[config.mk]
export PLATFORM = sky130hd
export DESIGN_NAME = dtq_cell
export DESIGN_NICKNAME = d
export VERILOG_FILES = /design/src/design/dtq_pkg.sv /design/src/design/dtq_cell.sv
export SDC_FILE = /design/constraint.sdc
export NUM_CORES = 1
export LEC_CHECK = 0
export BUFFER_PORTS_ARGS = -buffer_cell sky130_fd_sc_hd__buf_2
export CORE_MARGIN = 5
export CORE_UTILIZATION = 50
export CTS_BUF_LIST = sky130_fd_sc_hd__clkbuf_8
export CTS_CLUSTER_SIZE = 12
export DETAILED_ROUTE_END_ITERATION = 8
export PLACE_DENSITY = 0.76
export SETUP_SLACK_MARGIN = 0.2
export SLEW_MARGIN = 20
export SYNTH_ARGS = -nofsm -noshare
export SYNTH_HDL_FRONTEND = slang
export SYNTH_SLANG_ARGS = --single-unit
[constraint.sdc]
create_clock -name clk -period 5.2 [get_ports clk]
set_clock_uncertainty 0.15 [all_clocks]
set_input_delay 0.52 -clock clk [delete_from_list [all_inputs] [get_ports clk]]
set_output_delay 0.52 -clock clk [all_outputs]
set_load 0.02 [all_outputs]
[src/design/dtq_pkg.sv]
package dtq_pkg;

    localparam int TAG_W      = 8;
    localparam int DELAY_IN_W = 32;

    typedef enum logic [1:0] {
        KIND_TICK = 2'd0,
        KIND_ADD  = 2'd1,
        KIND_DEL  = 2'd2
    } kind_t;

    typedef enum logic [1:0] {
        ST_EXPIRED = 2'd0,
        ST_FULL    = 2'd1,
        ST_REJECT  = 2'd2
    } status_t;

    // command broadcast to every cell of the chain
    typedef enum logic [1:0] {
        OP_NOP,
        OP_WALK,
        OP_REMOVE,
        OP_DEC
    } cell_op_t;

    typedef struct packed {
        cell_op_t         op;
        logic             commit;
        logic [TAG_W-1:0] tag;
    } cell_ctl_t;

    typedef struct packed {
        logic valid;
        logic match;
        logic hit;
        logic expired;
    } cell_stat_t;

endpackage

[src/design/dtq_cell.sv]
module dtq_cell #(
    parameter int INDEX      = 0,
    parameter int DELAY_BITS = 32,
    parameter int IDX_W      = 4
) (
    input  logic                          clk,
    input  logic                          rst_n,
    input  dtq_pkg::cell_ctl_t            ctl,
    input  logic [IDX_W-1:0]              pos,
    input  logic [DELAY_BITS-1:0]         tok_in,
    input  logic [dtq_pkg::TAG_W-1:0]     left_tag,
    input  logic [DELAY_BITS-1:0]         left_delta,
    input  logic                          left_valid,
    input  logic [dtq_pkg::TAG_W-1:0]     right_tag,
    input  logic [DELAY_BITS-1:0]         right_delta,
    input  logic                          right_valid,
    output logic [DELAY_BITS-1:0]         tok_out,
    output logic [dtq_pkg::TAG_W-1:0]     sh_tag,
    output logic                          sh_valid,
    output logic [DELAY_BITS-1:0]         fwd_delta,
    output logic [DELAY_BITS-1:0]         bwd_delta,
    output dtq_pkg::cell_stat_t           stat
);

    logic                          valid_reg, valid_next;
    logic [dtq_pkg::TAG_W-1:0]     tag_reg, tag_next;
    logic [DELAY_BITS-1:0]         delta_reg, delta_next;
    logic [DELAY_BITS-1:0]         tok_reg, tok_next;
    logic                          here;
    logic                          after;

    assign here  = (pos == IDX_W'(INDEX));
    assign after = (pos < IDX_W'(INDEX));

    assign stat.valid   = valid_reg;
    assign stat.match   = valid_reg && (tag_reg == ctl.tag);
    assign stat.hit     = (ctl.op == dtq_pkg::OP_WALK) && here
                          && (!valid_reg || (tok_in < delta_reg));
    assign stat.expired = valid_reg && (delta_reg == '0);

    assign tok_out   = tok_reg;
    assign sh_tag    = tag_reg;
    assign sh_valid  = valid_reg;
    // the entry at the insertion point moves right carrying the reduced delta
    assign fwd_delta = here ? (delta_reg - tok_in) : delta_reg;
    assign bwd_delta = delta_reg;

    always_comb
    begin
        valid_next = valid_reg;
        tag_next   = tag_reg;
        delta_next = delta_reg;
        tok_next   = tok_reg;
        unique case (ctl.op)
            dtq_pkg::OP_WALK:
            begin
                tok_next = tok_in - delta_reg;
                if (ctl.commit)
                begin
                    if (here)
                    begin
                        valid_next = 1'b1;
                        tag_next   = ctl.tag;
                        delta_next = tok_in;
                    end
                    else if (after)
                    begin
                        valid_next = left_valid;
                        tag_next   = left_tag;
                        delta_next = left_delta;
                    end
                end
            end
            dtq_pkg::OP_REMOVE:
            begin
                if (here || after)
                begin
                    valid_next = right_valid;
                    tag_next   = right_tag;
                    delta_next = here ? (right_delta + delta_reg) : right_delta;
                end
            end
            dtq_pkg::OP_DEC:
            begin
                if (here && (delta_reg != '0))
                begin
                    delta_next = delta_reg - DELAY_BITS'(1);
                end
            end
            default:
            begin
            end
        endcase
    end

    always_ff @(posedge clk or negedge rst_n)
    begin
        if (!rst_n)
        begin
            valid_reg <= 1'b0;
        end
        else
        begin
            valid_reg <= valid_next;
        end
    end

    always_ff @(posedge clk)
    begin
        tag_reg   <= tag_next;
        delta_reg <= delta_next;
        tok_reg   <= tok_next;
    end

endmodule

==> flow_metrics.py, run 1 <==
metrics = {
    "outcome": {
        "outcome": "completed",
    },
    "detailed_routing": {
        "wl_met3_mm": 1.94,
        "route.met2.wl_mm": 12.6,
        "wl_per_cell_um": 18.0,
        "wirelength_met1_mm": 12.5,
        "via_per_inst": 5.82,
        "firstDrtPassIters": 5,
        "num_vias": 9024,
        "top_layer_used": "met4",
        "antenna_left": 0,
        "finalWirelength_mm": 27.8,
        "drc": 0,
        "drt_iter0_markers": 789,
    },
    "critical_path": {
        "crit_type": "flip-flop to output pin",
        "cp_cell_sequence": "inv_1 > fa_1 > nor2b_1 > o21bai_1 > a31o_2 > a21oi_1 > a31oi_1 > o31ai_1 > xnor2_1 > o21ai_0 > buf_2",
        "cp_data_arrival_time_ps": 3710,
        "cp_max_fo": 7,
        "max_stage_delay_ps": 560,
        "end_kind": "output pin",
        "critPathBufInv": 2,
        "cp.required_ps": 4530,
        "critPathLaunchType": "flip-flop",
        "cp_slowest_cell": "o31ai_1",
        "cp_top_family": "compound AO/OA/AOI/OAI gates",
    },
    "cts": {
        "clockRootBuffer": "clkbuf_8",
        "htree_levels": 3,
        "cts_tree": "yes",
        "cts_num_sinks": 73,
        "clkTransAtPathRegs_ps": 80,
        "clk-insertion-delay-late_ps": 360,
        "clockBufferDepth": 2,
        "cts_inserted_buffers": 9,
        "ctsResizeCount": 0,
    },
    "timing": {
        "maxSlewHeadroom_pct": 35.5,
        "fin_crit_sh_pct": 84.3,
        "tns_ps": 0,
        "min_period_ps": 4380,
        "hold_viol_final": 0,
        "worst_slack_ps": 817,
        "final-setup-viol-count": 0,
        "worst_slew_pin_slew_ps": 967,
        "rsz0062_at_grt": "false",
        "drv_slew": 0,
        "fmax_ghz": 0.228,
    },
    "global_route": {
        "grt_max_degree": 61,
        "grt_pass1_wl_mm": 44.1,
        "grt_antenna_before_repair": 2,
        "track_usage_pct": 25.1,
        "grt_overflow": 0,
        "grt_pass1_vias": 8605,
    },
    "finish": {
        "final_common_cell": "buf_2",
        "nets": 1548,
        "drive_gt1_share_pct": 19.2,
        "layout_common_cells": "buf_2 (198), nand2_1 (130), a21oi_1 (104)",
        "synthToLayoutAreaGrowth_pct": 15.2,
        "fin_util_pct": 58.7,
        "final_cells": 1550,
    },
    "job": {
        "maxCapViolations": 0,
    },
    "die": {
        "die_h_um": 146,
        "die_width_um": 146,
        "pin_count": 240,
        "rows": 49,
        "die_area_mm2": 0.0212,
        "start_util_pct": 50.9,
        "core-area_mm2": 0.0180,
    },
    "synth": {
        "synth_cells": 1147,
        "synthArstFlopShare_pct": 1.37,
        "avgSynthCellArea_um2": 8.00,
        "synthFlopType": "edfxtp_1",
        "ys_types": 73,
        "ys_seq_area_share_pct": 23.8,
        "yosys_warnings": 0,
        "syn_nets": 1381,
        "yosys_register_bits": 73,
        "synth_edf_count": 72,
        "netlist_area_mm2": 0.00918,
    },
    "power": {
        "power_density_mw_per_mm2": 187,
        "ir_drop_uv": 136,
        "power_mw": 1.97,
        "p_leak_nw": 4.84,
    },
    "placement": {
        "dp.cells": 1531,
        "port_buffers": 198,
        "pre_cts_ws_ps": 572,
        "dp_hpwl_mm": 22.9,
        "gp_congestion": 0.981,
    },
    "hold_path": {
        "hold_class": "input pin to flip-flop",
    },
}
[worst reg2reg max path: cells and delay by family (launching register included)]
kind | cells | cell delay [ps]
AOI/OAI and AO/OA | 6 | 1700
xor gates and xnor gates | 1 | 170
DFF | 1 | 430
and+or+nand+nor | 1 | 180
adders and majority gates | 2 | 670
[metal layers]
layer	GRT usage, %	vias up
met3	4.36	44
met4	7.70	0
li1	-	4466
met2	40.6	356
met1	34.5	4158
met5	0	-
[worst paths after layout]
path / from / to / slack (ps) / cells past startpoint
max in group asynchronous: rst_n / sh_valid$_DFFE_PN0P_ / 4490 / 2
min in group asynchronous: rst_n / sh_valid$_DFFE_PN0P_ / 320 / 2
min reg2reg: sh_valid$_DFFE_PN0P_ / sh_valid$_DFFE_PN0P_ / 580 / 2
min: right_valid / sh_valid$_DFFE_PN0P_ / 270 / 3
max: bwd_delta[1]$_DFFE_PP_ / fwd_delta[22] / 820 / 11
max reg2reg: bwd_delta[0]$_DFFE_PP_ / tok_out[30]$_DFFE_PP_ / 1630 / 10
[cell families (layout without fill, tap and decap cells)]
family / after synthesis / count (layout) / share of synthesized area, %
other: 0 / 2 / 0
adders and majority gates: 103 / 103 / 14.3
muxes: 23 / 23 / 2.62
DFF: 73 / 73 / 23.8
and+or+nand+nor: 342 / 342 / 18.4
buffers and inverters: 137 / 309 / 6.13
AOI/OAI and AO/OA: 362 / 362 / 24.5
xor gates and xnor gates: 107 / 107 / 10.2
[registers in the layout, summed over array words and instances, names as in the netlist]
register,flops
sh_tag,8
sh_valid,1
bwd_delta,32
tok_out,32
[what timing repair did]
| action | CTS | global route |
|---|---|---|
| endpoints found under the setup margin | 0 | 0 |
| hold buffers | 1 | 0 |
| buffers inserted | 0 | 0 |
| endpoints found under the hold margin | 1 | 0 |
[layout make-up]
| class | count | area, um2 |
|---|---|---|
| inverter | 87 | 327 |
| antenna | 2 | 5.00 |
| timing repair buffer | 206 | 1050 |
| multi-input combinational | 937 | 6450 |
| clock inverter | 7 | 143 |
| clock buffer | 9 | 124 |
| tap | 229 | 287 |
| fill | 1728 | 7450 |
| sequential | 73 | 2190 |
[cells in the mapped netlist, types with 4 or more instances]
cell type / n / area (um2)
nand4_1: 16 / 100
a21boi_0: 5 / 37.5
o31ai_1: 12 / 90.1
nor4_1: 13 / 81.3
nor2b_1: 9 / 56.3
nand2_1: 130 / 488
edfxtp_1: 72 / 2160
a31oi_1: 13 / 81.3
mux2i_1: 15 / 150
nand3_1: 25 / 125
xor2_1: 35 / 307
a221oi_1: 8 / 70.1
and2_1: 4 / 25.0
nand2b_1: 10 / 62.6
nor3_1: 20 / 100
nor2_1: 71 / 267
xnor2_1: 72 / 631
o21ai_0: 97 / 485
o31a_1: 8 / 70.1
clkbuf_1: 39 / 146
or3_1: 12 / 75.1
a21o_1: 45 / 338
o21a_1: 12 / 90.1
ha_1: 100 / 1250
and3_1: 8 / 50.1
inv_1: 86 / 323
nand3b_1: 4 / 30.0
o211ai_1: 4 / 30.0
o21bai_1: 18 / 135
mux2_2: 8 / 90.1
a21oi_1: 104 / 521
a211oi_1: 7 / 52.6
[per-stage QoR]
stage               area, um2  hold WS [ps]
global route            10600           296
floorplan                9180          74.4
finish                  10600           271
CTS                     10600           250
global placement        10300           154
detailed placement      10300           154
[where the power goes]
group / total [mW] / internal [mW] / leakage (nW) / switching (mW)
clock network: 0.592 / 0.368 / 0.133 / 0.224
logic: 0.686 / 0.272 / 4.03 / 0.414
registers: 0.697 / 0.684 / 0.671 / 0.0129
Note: power is estimated with default switching activity, not from simulation.
==> run 2, diff against run 1 <==
--- a/config.mk
+++ b/config.mk
@@ -5,13 +5,14 @@
 export SDC_FILE = /design/constraint.sdc
 export NUM_CORES = 1
 export LEC_CHECK = 0
+export ABC_AREA = 1
 export BUFFER_PORTS_ARGS = -buffer_cell sky130_fd_sc_hd__buf_2
 export CORE_MARGIN = 5
 export CORE_UTILIZATION = 50
 export CTS_BUF_LIST = sky130_fd_sc_hd__clkbuf_8
 export CTS_CLUSTER_SIZE = 12
 export DETAILED_ROUTE_END_ITERATION = 8
-export PLACE_DENSITY = 0.76
+export PLACE_DENSITY = 0.75
 export SETUP_SLACK_MARGIN = 0.2
 export SLEW_MARGIN = 20
 export SYNTH_ARGS = -nofsm -noshare
==> constraint.sdc (replaced) <==
create_clock -name clk -period 4.05 [get_ports clk]
set_clock_uncertainty 0.15 [all_clocks]
set_input_delay 0.405 -clock clk [delete_from_list [all_inputs] [get_ports clk]]
set_output_delay 0.405 -clock clk [all_outputs]
set_load 0.02 [all_outputs]
==> run 2 against run 1 <==
  * Setup slack got worse by 410 ps
  * Sequential cell count unchanged
  * Count of clock-buffer cells in the layout unchanged
  * Largest cell class unchanged
  * Largest power group is now combinational logic
==> flow_metrics.py, run 2 <==
metrics = {
    "synth": {
        "synth.most_common_cell": "nand2_1",
        "synthFlopType": "edfxtp_1",
        "syn_nets": 1749,
        "synth_top_area_share_pct": 21.9,
        "yosys_register_bits": 73,
        "synthArstFlopShare_pct": 1.37,
        "avgSynthCellArea_um2": 6.51,
        "synth_top_area_cell": "edfxtp_1",
        "synth_common_cells": "nand2_1 (363), inv_1 (199), a21oi_1 (156), nor2_1 (147)",
        "ys_seq_area_share_pct": 22.2,
        "ys_types": 53,
        "synth_edf_count": 72,
        "synth_cells": 1515,
        "ys_top_cells_by_area": "edfxtp_1 (22%), nand2_1 (14%), ha_1 (13%)",
        "netlist_area_mm2": 0.00986,
        "yosys_warnings": 0,
    },
    "hold_path": {
        "holdPathStages": 3,
        "hold_class": "input pin to flip-flop",
        "hold-path-endpoint": "sh_valid$_DFFE_PN0P_",
        "hold_start": "right_valid",
    },
    "power": {
        "ir_drop_uv": 140,
        "p_leak_nw": 5.49,
        "power_density_mw_per_mm2": 220,
    },
    "die": {
        "die_width_um": 150,
        "core-area_mm2": 0.0195,
        "start_util_pct": 50.7,
        "die_area_mm2": 0.0226,
        "rows": 51,
        "pin_count": 240,
        "die_h_um": 150,
    },
    "timing": {
        "min_period_ps": 3640,
        "drv_slew": 0,
        "maxSlewHeadroom_pct": 43.8,
        "fmax_ghz": 0.274,
        "rsz0062_at_grt": "false",
        "worst_slew_pin_slew_ps": 839,
        "hold_viol_final": 0,
        "fin_crit_sh_pct": 90.0,
        "final-setup-viol-count": 0,
        "tns_ps": 0,
    },
    "detailed_routing": {
        "drt_iter0_markers": 960,
        "via_per_inst": 5.49,
        "num_vias": 10817,
        "firstDrtPassIters": 7,
        "antenna_left": 0,
        "finalWirelength_mm": 34.4,
        "drc": 0,
        "wl_per_cell_um": 17.4,
    },
    "global_route": {
        "grt_max_degree": 44,
        "grt_antenna_before_repair": 0,
        "grt.busiest_layer": "met2",
        "grtUsageMet3_pct": 3.31,
        "grt_overflow": 0,
        "grt_pass1_vias": 10242,
        "track_usage_pct": 30.2,
        "use_met1_pct": 41.0,
        "grt_pass1_wl_mm": 52.9,
        "grt_util_met2_pct": 50.9,
    },
    "cts": {
        "htree_levels": 3,
        "cts_tree": "yes",
        "cts_num_sinks": 73,
        "clkTransAtPathRegs_ps": 90,
        "clockBufferDepth": 2,
        "clk-insertion-delay-late_ps": 380,
        "cts_inserted_buffers": 9,
        "clockRootBuffer": "clkbuf_8",
    },
    "critical_path": {
        "cp_data_arrival_time_ps": 3090,
        "rr_worst_depth": 7,
        "r2r_start": "bwd_delta[31]$_DFFE_PP_",
        "critPathLaunchType": "flip-flop",
        "cp.required_ps": 3490,
        "rrSetupSlack_ps": 1300,
        "end_kind": "output pin",
        "crit_type": "flip-flop to output pin",
        "cp_max_fo": 4,
        "worstReg2RegEnd": "bwd_delta[9]$_DFFE_PP_",
    },
    "finish": {
        "drive_gt1_share_pct": 17.7,
        "fin_util_pct": 58.2,
        "nets": 1933,
        "layout_common_cells": "nand2_1 (363), inv_1 (199), buf_2 (198)",
        "synthToLayoutAreaGrowth_pct": 15.0,
        "nFillCells": 1930,
        "final_common_cell": "nand2_1",
    },
    "job": {
        "maxCapViolations": 0,
    },
    "placement": {
        "dp_hpwl_mm": 29.3,
        "gp_congestion": 0.966,
        "port_buffers": 198,
    },
    "outcome": {
        "outcome": "completed",
    },
}
==> run 2: cell types whose count changed in the layout (fill, tap and decap cells not counted), moves of 13 or more <==
cell / before / now
a21oi_1: 104 / 153
nor2_1: 69 / 145
inv_1: 86 / 199
xnor2_1: 72 / 16
nand2_2: 0 / 13
a21o_1: 45 / 12
nand2_1: 130 / 363
o21ai_1: 2 / 20
nor2_2: 1 / 18
mux2i_1: 15 / 0
nand3_1: 25 / 96
==> run 2: power by group <==
| part | switching (mW) | leakage [nW] | internal (mW) | total, mW |
|---|---|---|---|---|
| logic | 0.624 | 4.71 | 0.319 | 0.944 |
| clock network | 0.306 | 0.107 | 0.347 | 0.653 |
| registers | 0.0183 | 0.675 | 0.881 | 0.899 |
| total | 0.948 | 5.49 | 1.55 | 2.50 |
==> run 2: timing repair <==
item	4_1_cts	5_1_grt
hold buffers	1	0
endpoints found under the setup margin	0	3
setup buffers	0	0
gates resized for setup	0	3
endpoints found under the hold margin	1	0
==> run 2: final cells by class <==
| type | instances | area (um2) | share of cell area (%) |
|---|---|---|---|
| antenna | 1 | 2.50 | 0.0221 |
| clock buffer | 9 | 124 | 1.09 |
| clock inverter | 7 | 93.8 | 0.828 |
| inverter | 205 | 769 | 6.79 |
| multi-input combinational | 1201 | 6750 | 59.6 |
| sequential | 73 | 2190 | 19.3 |
| tap | 265 | 332 | 2.93 |
| timing repair buffer | 209 | 1080 | 9.49 |
==> run 2: metal layers <==
metal  wire length [um]  part of all wire (%)
met4                892                   2.6
met3               2290                   6.7
met1              15100                    44
met5                  0                     0
met2              16100                    47
==> run 2: kinds of logic (layout without fill, tap and decap cells) <==
kind of cell,count (synthesis),in the layout,share of synthesized area [%]
mux,3,3,0.343
fa+ha+maj,103,103,13.3
other cells,0,1,0
simple gates,716,716,32.0
xor+xnor,48,48,4.26
buf+inv,241,430,9.60
flops,73,73,22.2
compound gates,331,331,18.3
==> run 2: worst max-delay path by stage <==
stage                                       from                      end  slack [ps]  cells after the start
after floorplan                   right_delta[0]  bwd_delta[30]$_DFFE_PP_         840                     24
after global placement            right_delta[0]  bwd_delta[31]$_DFFE_PP_         260                     24
after detailed placement          right_delta[0]  bwd_delta[30]$_DFFE_PP_         210                     25
after CTS                 bwd_delta[0]$_DFFE_PP_            fwd_delta[24]         420                     11
after global routing              right_delta[0]  bwd_delta[28]$_DFFE_PP_         250                     22
final                     bwd_delta[0]$_DFFE_PP_            fwd_delta[24]         410                     11
==> run 2: worst max-delay path: stages, from the launching register on <==
cell and delay [ps]:
edfxtp_1 380, inv_1 100, ha_1 260, fa_1 520, o21ai_1 340, a21oi_1 170
o21ai_1 380, nand2_1 130, nand3_1 90, nand3_1 100, nand2_1 90, buf_2 160
==> run 2: through the flow <==
step | hold slack (ps) | setup WS (ps) | power (mW) | cells | area [um2]
4_1_cts | 122 | 422 | 2.49 | 1969 | 11300
5_1_grt | 150 | 253 | 2.65 | 1969 | 11300
3_5_place_dp | 31.8 | 205 | 1.84 | 1952 | 11100
6_report | 133 | 406 | 2.50 | 1970 | 11300
2_1_floorplan | -40.6 | 843 | 1.55 | 1515 | 9860
3_3_place_gp | 30.2 | 264 | 1.83 | 1952 | 11100
